## src/rtl/flm_pkg.sv

```systemverilog
package flm_pkg;

	// sizes fixed by the item layout
	localparam int FLM_MAX_FAULTS  = 10;
	localparam int FLM_LOW_FAULTS  = 5;
	localparam int FLM_TIME_W      = 12;
	localparam int FLM_NOW_W       = 32;
	localparam int FLM_CFG_W       = 60;
	localparam int FLM_CFG_IDX_W   = 3;
	localparam int FLM_IN_TDATA_W  = 72;
	localparam int FLM_OUT_TDATA_W = 72;

	// item kinds carried in tuser
	localparam logic FUNC_EVALUATE     = 1'b0;
	localparam logic FUNC_MANUAL_CLEAR = 1'b1;

	// register reset values
	localparam logic [FLM_CFG_W-1:0] CONFIRM_LO_RST  = 60'd140771856484352500;
	localparam logic [FLM_CFG_W-1:0] CONFIRM_HI_RST  = 60'd34359738368100;
	localparam logic [FLM_CFG_W-1:0] RECOVERY_LO_RST = 60'd281543712968705000;
	localparam logic [FLM_CFG_W-1:0] RECOVERY_HI_RST = 60'd281543712968705000;
	localparam logic [FLM_MAX_FAULTS-1:0] CRITICAL_RST = 10'd767;
	localparam logic [FLM_MAX_FAULTS-1:0] MANUAL_RST   = 10'd767;
	localparam logic [FLM_MAX_FAULTS-1:0] INJECT_RST   = 10'd0;

	typedef enum logic [1:0] {
		PH_CLEAR     = 2'd0,
		PH_PENDING   = 2'd1,
		PH_CONFIRMED = 2'd2,
		PH_RECOVERY  = 2'd3
	} flm_phase_t;

	typedef enum logic [FLM_CFG_IDX_W-1:0] {
		REG_CONFIRM_LO  = 3'd0,
		REG_CONFIRM_HI  = 3'd1,
		REG_RECOVERY_LO = 3'd2,
		REG_RECOVERY_HI = 3'd3,
		REG_CRITICAL    = 3'd4,
		REG_MANUAL      = 3'd5,
		REG_INJECT      = 3'd6
	} flm_reg_t;

	typedef logic [FLM_MAX_FAULTS-1:0] flm_mask_t;
	typedef logic [FLM_MAX_FAULTS-1:0][FLM_TIME_W-1:0] flm_time_arr_t;

	// strobes and condition bits into one fault lane
	typedef struct packed {
		logic eval;
		logic mclear;
		logic trip;
		logic rec;
	} flm_lane_ctl_t;

	// current and next view of one fault lane
	typedef struct packed {
		flm_phase_t phase_cur;
		logic       ready_cur;
		flm_phase_t phase_nxt;
		logic       ready_nxt;
		logic       confirm_evt;
		logic       clear_evt;
	} flm_lane_stat_t;

endpackage

```

## src/rtl/flm_cfg_regs.sv

```systemverilog
module flm_cfg_regs (
	input  logic                                   clk,
	input  logic                                   arst_n,
	input  logic                                   wr_en,
	input  logic [flm_pkg::FLM_CFG_IDX_W-1:0]      wr_index,
	input  logic [flm_pkg::FLM_CFG_W-1:0]          wr_data,
	output flm_pkg::flm_time_arr_t                 confirm_time,
	output flm_pkg::flm_time_arr_t                 recovery_time,
	output flm_pkg::flm_mask_t                     critical,
	output flm_pkg::flm_mask_t                     manual,
	output flm_pkg::flm_mask_t                     inject
);
	import flm_pkg::*;

	logic [FLM_CFG_W-1:0] confirm_lo_q, confirm_hi_q, recovery_lo_q, recovery_hi_q;
	flm_mask_t            critical_q, manual_q, inject_q;

	// write one register per beat, ignore unknown indexes
	always_ff @(posedge clk or negedge arst_n) begin
		if (!arst_n) begin
			confirm_lo_q  <= CONFIRM_LO_RST;
			confirm_hi_q  <= CONFIRM_HI_RST;
			recovery_lo_q <= RECOVERY_LO_RST;
			recovery_hi_q <= RECOVERY_HI_RST;
			critical_q    <= CRITICAL_RST;
			manual_q      <= MANUAL_RST;
			inject_q      <= INJECT_RST;
		end else if (wr_en) begin
			case (flm_reg_t'(wr_index))
				REG_CONFIRM_LO:  confirm_lo_q  <= wr_data;
				REG_CONFIRM_HI:  confirm_hi_q  <= wr_data;
				REG_RECOVERY_LO: recovery_lo_q <= wr_data;
				REG_RECOVERY_HI: recovery_hi_q <= wr_data;
				REG_CRITICAL:    critical_q    <= wr_data[FLM_MAX_FAULTS-1:0];
				REG_MANUAL:      manual_q      <= wr_data[FLM_MAX_FAULTS-1:0];
				REG_INJECT:      inject_q      <= wr_data[FLM_MAX_FAULTS-1:0];
				default: ;
			endcase
		end
	end

	// unpack the 12-bit time fields, fault 0 in the lowest bits
	for (genvar g = 0; g < FLM_MAX_FAULTS; g++) begin : g_unpack
		if (g < FLM_LOW_FAULTS) begin : g_lo
			assign confirm_time[g]  = confirm_lo_q[g*FLM_TIME_W +: FLM_TIME_W];
			assign recovery_time[g] = recovery_lo_q[g*FLM_TIME_W +: FLM_TIME_W];
		end else begin : g_hi
			assign confirm_time[g]  =
				confirm_hi_q[(g-FLM_LOW_FAULTS)*FLM_TIME_W +: FLM_TIME_W];
			assign recovery_time[g] =
				recovery_hi_q[(g-FLM_LOW_FAULTS)*FLM_TIME_W +: FLM_TIME_W];
		end
	end

	assign critical = critical_q;
	assign manual   = manual_q;
	assign inject   = inject_q;

endmodule

```

## src/rtl/flm_fault_lane.sv

```systemverilog
module flm_fault_lane (
	input  logic                              clk,
	input  logic                              arst_n,
	input  flm_pkg::flm_lane_ctl_t            ctl,
	input  logic [flm_pkg::FLM_NOW_W-1:0]     now_ms,
	input  logic [flm_pkg::FLM_TIME_W-1:0]    confirm_time,
	input  logic [flm_pkg::FLM_TIME_W-1:0]    recovery_time,
	input  logic                              latching,
	output flm_pkg::flm_lane_stat_t           stat
);
	import flm_pkg::*;

	flm_phase_t           phase_q, phase_d;
	logic [FLM_NOW_W-1:0] start_q, start_d;
	logic                 ready_q, ready_d;
	logic [FLM_NOW_W-1:0] elapsed;
	logic                 confirm_met, recovery_met;
	logic                 confirm_evt, clear_evt;

	// hold times measured modulo 2^32
	assign elapsed      = now_ms - start_q;
	assign confirm_met  = elapsed >= FLM_NOW_W'(confirm_time);
	assign recovery_met = elapsed >= FLM_NOW_W'(recovery_time);

	// phase transitions for one evaluate update or one manual clear
	always_comb begin
		phase_d     = phase_q;
		start_d     = start_q;
		ready_d     = ready_q;
		confirm_evt = 1'b0;
		clear_evt   = 1'b0;
		if (ctl.mclear) begin
			phase_d = PH_CLEAR;
			start_d = '0;
			ready_d = 1'b0;
		end else if (ctl.eval) begin
			case (phase_q)
				PH_CLEAR: begin
					ready_d = 1'b0;
					if (ctl.trip) begin
						start_d = now_ms;
						if (confirm_time == '0) begin
							phase_d     = PH_CONFIRMED;
							confirm_evt = 1'b1;
						end else begin
							phase_d = PH_PENDING;
						end
					end
				end
				PH_PENDING: begin
					if (!ctl.trip) begin
						phase_d = PH_CLEAR;
						start_d = '0;
						ready_d = 1'b0;
					end else if (confirm_met) begin
						phase_d     = PH_CONFIRMED;
						start_d     = now_ms;
						ready_d     = 1'b0;
						confirm_evt = 1'b1;
					end
				end
				PH_CONFIRMED: begin
					ready_d = 1'b0;
					if (ctl.rec) begin
						phase_d = PH_RECOVERY;
						start_d = now_ms;
						ready_d = (recovery_time == '0);
					end
				end
				PH_RECOVERY: begin
					if (ctl.trip || !ctl.rec) begin
						phase_d = PH_CONFIRMED;
						start_d = now_ms;
						ready_d = 1'b0;
					end else if (recovery_met) begin
						ready_d = 1'b1;
						if (!latching) begin
							phase_d   = PH_CLEAR;
							start_d   = '0;
							ready_d   = 1'b0;
							clear_evt = 1'b1;
						end
					end
				end
				default: ;
			endcase
		end
	end

	// hold lane state
	always_ff @(posedge clk or negedge arst_n) begin
		if (!arst_n) begin
			phase_q <= PH_CLEAR;
			start_q <= '0;
			ready_q <= 1'b0;
		end else begin
			phase_q <= phase_d;
			start_q <= start_d;
			ready_q <= ready_d;
		end
	end

	assign stat.phase_cur   = phase_q;
	assign stat.ready_cur   = ready_q;
	assign stat.phase_nxt   = phase_d;
	assign stat.ready_nxt   = ready_d;
	assign stat.confirm_evt = confirm_evt;
	assign stat.clear_evt   = clear_evt;

endmodule

```

## src/rtl/fault_lifecycle_manager.sv

```systemverilog
// An input beat passes the input register and then the result register before it is output.
// Throughput: one item per cycle while the result side is not stalled; the fault lanes update
// in parallel as an item leaves the input register; a stalled output blocks the input side.
// Reset: arst_n clears every fault to CLEAR with no timing or ready state, clears the event
// masks and loads the register defaults; items in the input and result registers are dropped.
module fault_lifecycle_manager #(
	parameter int FAULT_COUNT = flm_pkg::FLM_MAX_FAULTS
) (
	input  logic                                  clk,
	input  logic                                  arst_n,
	// input stream
	input  logic                                  s_tvalid,
	output logic                                  s_tready,
	// trip_vector, recovery_vector, update_select, now_ms, clear_request
	input  logic [flm_pkg::FLM_IN_TDATA_W-1:0]    s_tdata,
	// func
	input  logic                                  s_tuser,
	// result stream
	output logic                                  m_tvalid,
	input  logic                                  m_tready,
	// active, latched, critical, recovery ready, new confirms, new clears,
	// cleared now, zero pad
	output logic [flm_pkg::FLM_OUT_TDATA_W-1:0]   m_tdata,
	// configuration writes
	input  logic                                  cfg_valid,
	output logic                                  cfg_ready,
	input  logic [flm_pkg::FLM_CFG_IDX_W-1:0]     cfg_index,
	input  logic [flm_pkg::FLM_CFG_W-1:0]         cfg_data
);
	import flm_pkg::*;

	localparam int MW = FLM_MAX_FAULTS;

	// input register
	logic                 valid_s1;
	logic                 func_s1;
	flm_mask_t            trip_s1, rec_s1, sel_s1, req_s1;
	logic [FLM_NOW_W-1:0] now_s1;

	// result register
	logic      out_valid_q;
	flm_mask_t active_q, latched_q, critical_q, ready_q, new_conf_q, new_clr_q, clr_now_q;

	// event masks
	flm_mask_t conf_evt_q, clr_evt_q, conf_evt_d, clr_evt_d;

	// configuration
	flm_time_arr_t confirm_time, recovery_time;
	flm_mask_t     critical, manual, inject;

	// lane views
	flm_mask_t active_cur, ready_cur, active_nxt, ready_nxt, confirm_bits, clear_bits;
	flm_mask_t clr_now;
	logic      advance;
	logic      eval_round;

	assign advance    = valid_s1 && (!out_valid_q || m_tready);
	assign s_tready   = !valid_s1 || advance;
	assign eval_round = (func_s1 == FUNC_EVALUATE);
	assign cfg_ready  = 1'b1;

	flm_cfg_regs u_cfg (
		.clk           (clk),
		.arst_n        (arst_n),
		.wr_en         (cfg_valid && cfg_ready),
		.wr_index      (cfg_index),
		.wr_data       (cfg_data),
		.confirm_time  (confirm_time),
		.recovery_time (recovery_time),
		.critical      (critical),
		.manual        (manual),
		.inject        (inject)
	);

	// capture an input beat
	always_ff @(posedge clk or negedge arst_n) begin
		if (!arst_n) begin
			valid_s1 <= 1'b0;
		end else if (s_tready) begin
			valid_s1 <= s_tvalid;
		end
	end

	always_ff @(posedge clk) begin
		if (s_tvalid && s_tready) begin
			func_s1 <= s_tuser;
			trip_s1 <= s_tdata[9:0];
			rec_s1  <= s_tdata[19:10];
			sel_s1  <= s_tdata[29:20];
			now_s1  <= s_tdata[61:30];
			req_s1  <= s_tdata[71:62];
		end
	end

	// one lane per fault; lanes past FAULT_COUNT read as cleared
	for (genvar g = 0; g < MW; g++) begin : g_lane
		if (g < FAULT_COUNT) begin : g_used
			flm_lane_ctl_t  lane_ctl;
			flm_lane_stat_t lane_stat;

			assign active_cur[g] = (lane_stat.phase_cur == PH_CONFIRMED) ||
				(lane_stat.phase_cur == PH_RECOVERY);
			assign ready_cur[g]  = lane_stat.ready_cur;
			assign active_nxt[g] = (lane_stat.phase_nxt == PH_CONFIRMED) ||
				(lane_stat.phase_nxt == PH_RECOVERY);
			assign ready_nxt[g]    = lane_stat.ready_nxt;
			assign confirm_bits[g] = lane_stat.confirm_evt;
			assign clear_bits[g]   = lane_stat.clear_evt;
			assign clr_now[g]      = !eval_round && req_s1[g] && active_cur[g] &&
				manual[g] && ready_cur[g];

			// injection forces trip on and recovery off
			assign lane_ctl.eval   = advance && eval_round && sel_s1[g];
			assign lane_ctl.mclear = advance && clr_now[g];
			assign lane_ctl.trip   = trip_s1[g] || inject[g];
			assign lane_ctl.rec    = rec_s1[g] && !inject[g];

			flm_fault_lane u_lane (
				.clk           (clk),
				.arst_n        (arst_n),
				.ctl           (lane_ctl),
				.now_ms        (now_s1),
				.confirm_time  (confirm_time[g]),
				.recovery_time (recovery_time[g]),
				.latching      (manual[g]),
				.stat          (lane_stat)
			);
		end else begin : g_unused
			assign active_cur[g]   = 1'b0;
			assign ready_cur[g]    = 1'b0;
			assign active_nxt[g]   = 1'b0;
			assign ready_nxt[g]    = 1'b0;
			assign confirm_bits[g] = 1'b0;
			assign clear_bits[g]   = 1'b0;
			assign clr_now[g]      = 1'b0;
		end
	end

	// restart event masks on evaluate, accumulate manual clears
	assign conf_evt_d = eval_round ? confirm_bits : conf_evt_q;
	assign clr_evt_d  = eval_round ? clear_bits : (clr_evt_q | clr_now);

	always_ff @(posedge clk or negedge arst_n) begin
		if (!arst_n) begin
			conf_evt_q <= '0;
			clr_evt_q  <= '0;
		end else if (advance) begin
			conf_evt_q <= conf_evt_d;
			clr_evt_q  <= clr_evt_d;
		end
	end

	// result register valid
	always_ff @(posedge clk or negedge arst_n) begin
		if (!arst_n) begin
			out_valid_q <= 1'b0;
		end else if (advance) begin
			out_valid_q <= 1'b1;
		end else if (m_tready) begin
			out_valid_q <= 1'b0;
		end
	end

	// load result masks from the updated state
	always_ff @(posedge clk) begin
		if (advance) begin
			active_q   <= active_nxt;
			latched_q  <= active_nxt & manual;
			critical_q <= active_nxt & critical;
			ready_q    <= active_nxt & ready_nxt;
			new_conf_q <= conf_evt_d;
			new_clr_q  <= clr_evt_d;
			clr_now_q  <= clr_now;
		end
	end

	assign m_tvalid = out_valid_q;
	assign m_tdata  = {2'b00, clr_now_q, new_clr_q, new_conf_q, ready_q, critical_q,
		latched_q, active_q};

`ifndef ASSERT_OFF
	a_advance_fills_out: assert property (@(posedge clk) disable iff (!arst_n)
		advance |=> m_tvalid)
		else $error("result register not loaded after advance");

	a_stall_blocks_input: assert property (@(posedge clk) disable iff (!arst_n)
		(valid_s1 && out_valid_q && !m_tready) |-> !s_tready)
		else $error("input taken while both registers are full");

	a_cleared_not_active: assert property (@(posedge clk) disable iff (!arst_n)
		out_valid_q |-> ((clr_now_q & active_q) == '0) && ((new_clr_q & active_q) == '0))
		else $error("cleared fault still reported active");

	a_events_disjoint: assert property (@(posedge clk) disable iff (!arst_n)
		out_valid_q |-> ((new_conf_q & new_clr_q) == '0))
		else $error("fault both confirmed and cleared in one round");
`endif

endmodule

```

## config.mk

```make
export PLATFORM = sky130hd
export DESIGN_NAME = fault_lifecycle_manager
export DESIGN_NICKNAME = d
export VERILOG_FILES = /design/src/rtl/flm_pkg.sv /design/src/rtl/flm_cfg_regs.sv /design/src/rtl/flm_fault_lane.sv /design/src/rtl/fault_lifecycle_manager.sv
export SDC_FILE = /design/constraint.sdc
export NUM_CORES = 2
export LEC_CHECK = 0
export ABC_AREA = 0
export CAP_MARGIN = 0
export CORE_MARGIN = 8
export CORE_UTILIZATION = 65
export CTS_CLUSTER_SIZE = 10
export DETAILED_ROUTE_END_ITERATION = 16
export DONT_BUFFER_PORTS = 1
export GPL_TIMING_DRIVEN = 0
export MAX_ROUTING_LAYER = met4
export PLACE_DENSITY_LB_ADDON = 0.12
export SLEW_MARGIN = 20
export SYNTH_ARGS = -nofsm -noshare
export SYNTH_HDL_FRONTEND = slang
export SYNTH_SLANG_ARGS = --single-unit
```

## constraint.sdc

```tcl
create_clock -name clk -period 7.9 [get_ports clk]
set_input_delay 1.975 -clock clk [delete_from_list [all_inputs] [get_ports clk]]
set_output_delay 1.975 -clock clk [all_outputs]
set_load 0.01 [all_outputs]
```

==> summary.txt <==
Run status
  • Status: finished, final reports clean

Yosys
  • Top-area cell type share of the netlist area: 0.2269
  • Syn avg cell area: 8.746 um2
  • Post-Syn Area: between 0.05 and 0.06 mm2
  • Post-synth EDFFs: 143
  • Post-Synthesis Cells: roughly 6.6k
  • Top cells by area in the synthesized netlist: dfrtp_1 23%, ha_1 12%, edfxtp_1 7.4%
  • Sequential-to-total area share from yosys stat: 0.3541
  • Mux contribution to synthesized area: 0.04153
  • Simple-gate area share of the yosys netlist: 0.1624
  • Most used DFF post-synth: dfrtp_1
  • Synth Area in Compound Gates: 0.2275
  • Post-synth ARST share: 0.8178
  • Synth area leader: dfrtp_1
  • Distinct cells, synth: between 100 and 150
  • FF+latch count, synth: a little under 800
  • Synthesis warning total: 0
  • Adder-cell area share of the yosys netlist: 0.1223
  • Xor/xnor share of the synthesized area: 0.02874
  • Largest family of logic cells by synthesized area: compound AO/OA/AOI/OAI gates

Worst setup path
  • Critical Path Start Type: register
  • Cell Chain, Critical Path: clkbuf_1 > inv_1 > fa_1 > nand2b_1 > a21o_1 > a211oi_2 > o21ai_1 > a2111oi_4 > o21ai_0 > a2111oi_0 > nand4b_1 > nor4_4 > a211oi_1 > a22oi_1 > a21boi_1
  • Crit path DAT: 8.02 ns
  • CP max FO: 12
  • Crit path capture type: register
  • CP Class: reg2reg
  • Delay of the slowest critical-path stage: approximately 0.90 ns
  • Req. time, crit path: approximately 8.3 ns
  • Critical-path top delay cell: a22oi_1

STA
  • Hold Slack: 0.4802 ns
  • RSZ-0062 raised after global routing: no
  • FMAX: 131.3 MHz
  • Final Cycle Share: 0.9637
  • Slew headroom: 0.1119
  • Slew @ Worst Pin: 1.332 ns
  • Slew Limit Fails: 0
  • Setup violations, final: 0
  • Final hold violation count: 0
  • Final worst slack: 0.2864 ns
  • Worst Skew: 0.04776 ns
  • Min Tclk post-route: approximately 7.6 ns

Clock network
  • CTS Root Cell: clkbuf_16
  • Postcts setup bufs: 0
  • Clock transition at the registers of the reported paths: 0.06 ns
  • Hold-fix buffers, CTS: 0
  • # clock sinks: 785
  • Clock Latency Late Sink: 0.71 ns
  • Post-CTS Resized: 0
  • Clk buf depth: 3
  • Cts bufs inserted: 94
  • CTS tree: done
  • CTS H-tree lvls: 3

Final layout
  • Area growth, synth to finish: 8.241%
  • Final core utilization: 0.7093
  • Commonest non-fill, non-tap cell in the layout: nand2_1
  • Commonest non-fill, non-tap cells in the layout: 771 x nand2_1, 651 x inv_1, 550 x ha_1, 525 x dfrtp_1, 468 x o21ai_0
  • Nets: 7441
  • Ratio of cells with drive above 1 in the final layout: 0.07693
  • Non-Filler Instances: ~8.0k

Pwr
  • VDD IR max: 0.2662 mV
  • Total power: between 20 and 30 mW
  • Pleak: 28.14 nW
  • Pwr Density: 408.2 mW/mm2

Routing
  • Remaining DRCs: 0
  • DR vias/cell: 6.685
  • Post-route ant nets: 0
  • Via count: ~53k
  • DRT Pass-1 Iters: 8
  • Iter 0 DRT Violations: just under 6k
  • Routed len/inst: approximately 25 um
  • Total Wirelength: ~200 mm

Hold path
  • Hold crit path type: reg2reg

Placed design
  • Gp weighted congestion: 1.021
  • Placed cells: 7805
  • HPWL Detailed: approximately 150 mm
  • PortBufs: 0
  • Dpl ws: 0.5979 ns

Die
  • Core Area: 0.08837 mm2
  • Top Ports: between 200 and 250
  • Die W: approximately 310 um
  • Initial core utilization: 0.6553
  • Die ar.: between 0.09 and 0.1 mm2
  • Die Ht: 314.5 um
  • Row cnt: 109

GRT
  • Total grt overflow: 0
  • Antenna violations before repair: 8
  • All-Layer GR Usage: 0.4060
  • Vias in the first global route: 51.17k
  • Largest net degree at the start of global routing: 643
  • First-pass GRT wire length: 301.5 mm

Run
  • # Max-Cap Violations: 0
## cell type report
class / count / area (um2)
fillers: 7064 / 25690
clock buffers: 154 / 2700
inverters: 654 / 2455
diodes: 10 / 25.02
plain buffers: 291 / 1230
well taps: 1165 / 1458
repair buffers: 22 / 365.4
clock inverters: 13 / 145.1
multi-input cells: 4892 / 33800
flip-flops and latches: 785 / 20510
## registers in the layout, indices dropped and copies added, names as in the netlist, 20 cells and up
register	flops
g_lane.g_used.u_lane.phase_q	20
g_lane.g_used.u_lane.start_q	320
now_s1	32
u_cfg.confirm_hi_q	60
u_cfg.confirm_lo_q	60
u_cfg.recovery_hi_q	60
u_cfg.recovery_lo_q	60
## worst max-delay path: cells and delay by family, from the launching register on
family                   cells  cell delay [ns]
adder cells (fa/ha/maj)      1             0.63
AND/OR/NAND/NOR              3             0.85
buffers and inverters        2             1.30
flip-flops                   1             0.86
AO/OA/AOI/OAI                9             3.65
## per-stage QoR
step / TNS, ns / cell area, um2
finish: 0 / 62680
global route: 0 / 62680
CTS: 0 / 62560
detailed placement: 0 / 59710
global placement: -80.34 / 59370
floorplan: 0 / 57910
## cell families after synthesis
| family | count (synthesis) |
|---|---|
| DFF | 785 |
| other | 2 |
| muxes | 226 |
| adders and majority gates | 560 |
| AOI/OAI and AO/OA | 1960 |
| xor gates and xnor gates | 190 |
| and+or+nand+nor | 1953 |
| buffers and inverters | 945 |
## layer usage
layer,global-route usage,share of wire
met5,-,0
met4,0.2882,0.086
met3,0.06674,0.087
met2,0.6199,0.45
met1,0.4890,0.38
## cell usage after synthesis (17+ instances only)
| cell type | number |
|---|---|
| or3_1 | 38 |
| mux2_2 | 114 |
| edfxtp_1 | 143 |
| a32o_1 | 115 |
| a21o_1 | 219 |
| xnor2_1 | 124 |
| inv_1 | 651 |
| nand2b_1 | 75 |
| a21boi_0 | 21 |
| a2111oi_0 | 18 |
| and3_1 | 45 |
| a31oi_1 | 56 |
| o21a_1 | 82 |
| mux2i_1 | 112 |
| buf_2 | 31 |
| nor2b_1 | 59 |
| buf_1 | 27 |
| o211ai_1 | 39 |
| nor2_1 | 305 |
| o31ai_1 | 78 |
| ha_1 | 550 |
| nand3_1 | 184 |
| nor4_1 | 79 |
| nand2_1 | 771 |
| nand4_1 | 109 |
| a21oi_1 | 443 |
| and4_1 | 17 |
| o22ai_1 | 24 |
| a22o_1 | 51 |
| o21bai_1 | 44 |
| o31a_1 | 17 |
| a221oi_1 | 21 |
| a211oi_1 | 51 |
| nor3_1 | 117 |
| clkbuf_1 | 218 |
| o21ai_0 | 468 |
| dfstp_2 | 117 |
| dfrtp_1 | 525 |
| xor2_1 | 66 |
| and2_1 | 45 |
| or2_2 | 29 |
## where the power goes
group | switching [mW] | leakage [nW] | internal [mW]
logic | 9.22 | 17.6 | 5.88
registers | 0.879 | 9.14 | 5.48
clock network | 1.80 | 1.37 | 2.33
## path summary, 6_finish.rpt
| check | start | endpoint | slack [ns] | cells after the start |
|---|---|---|---|---|
| setup / recovery | now_s1[1] | ready_q[2] | 0.29 | 15 |
| hold / removal | conf_evt_q[6] | conf_evt_q[6] | 0.48 | 2 |
| setup reg to reg | now_s1[1] | ready_q[2] | 0.29 | 15 |
| hold reg to reg | conf_evt_q[6] | conf_evt_q[6] | 0.48 | 2 |
| max in group asynchronous | arst_n | g_lane[9].g_used.u_lane.start_q[30] | 4.08 | 3 |
| min in group asynchronous | arst_n | u_cfg.recovery_hi_q[13] | 0.96 | 0 |
(Power assumes the default switching activity.)
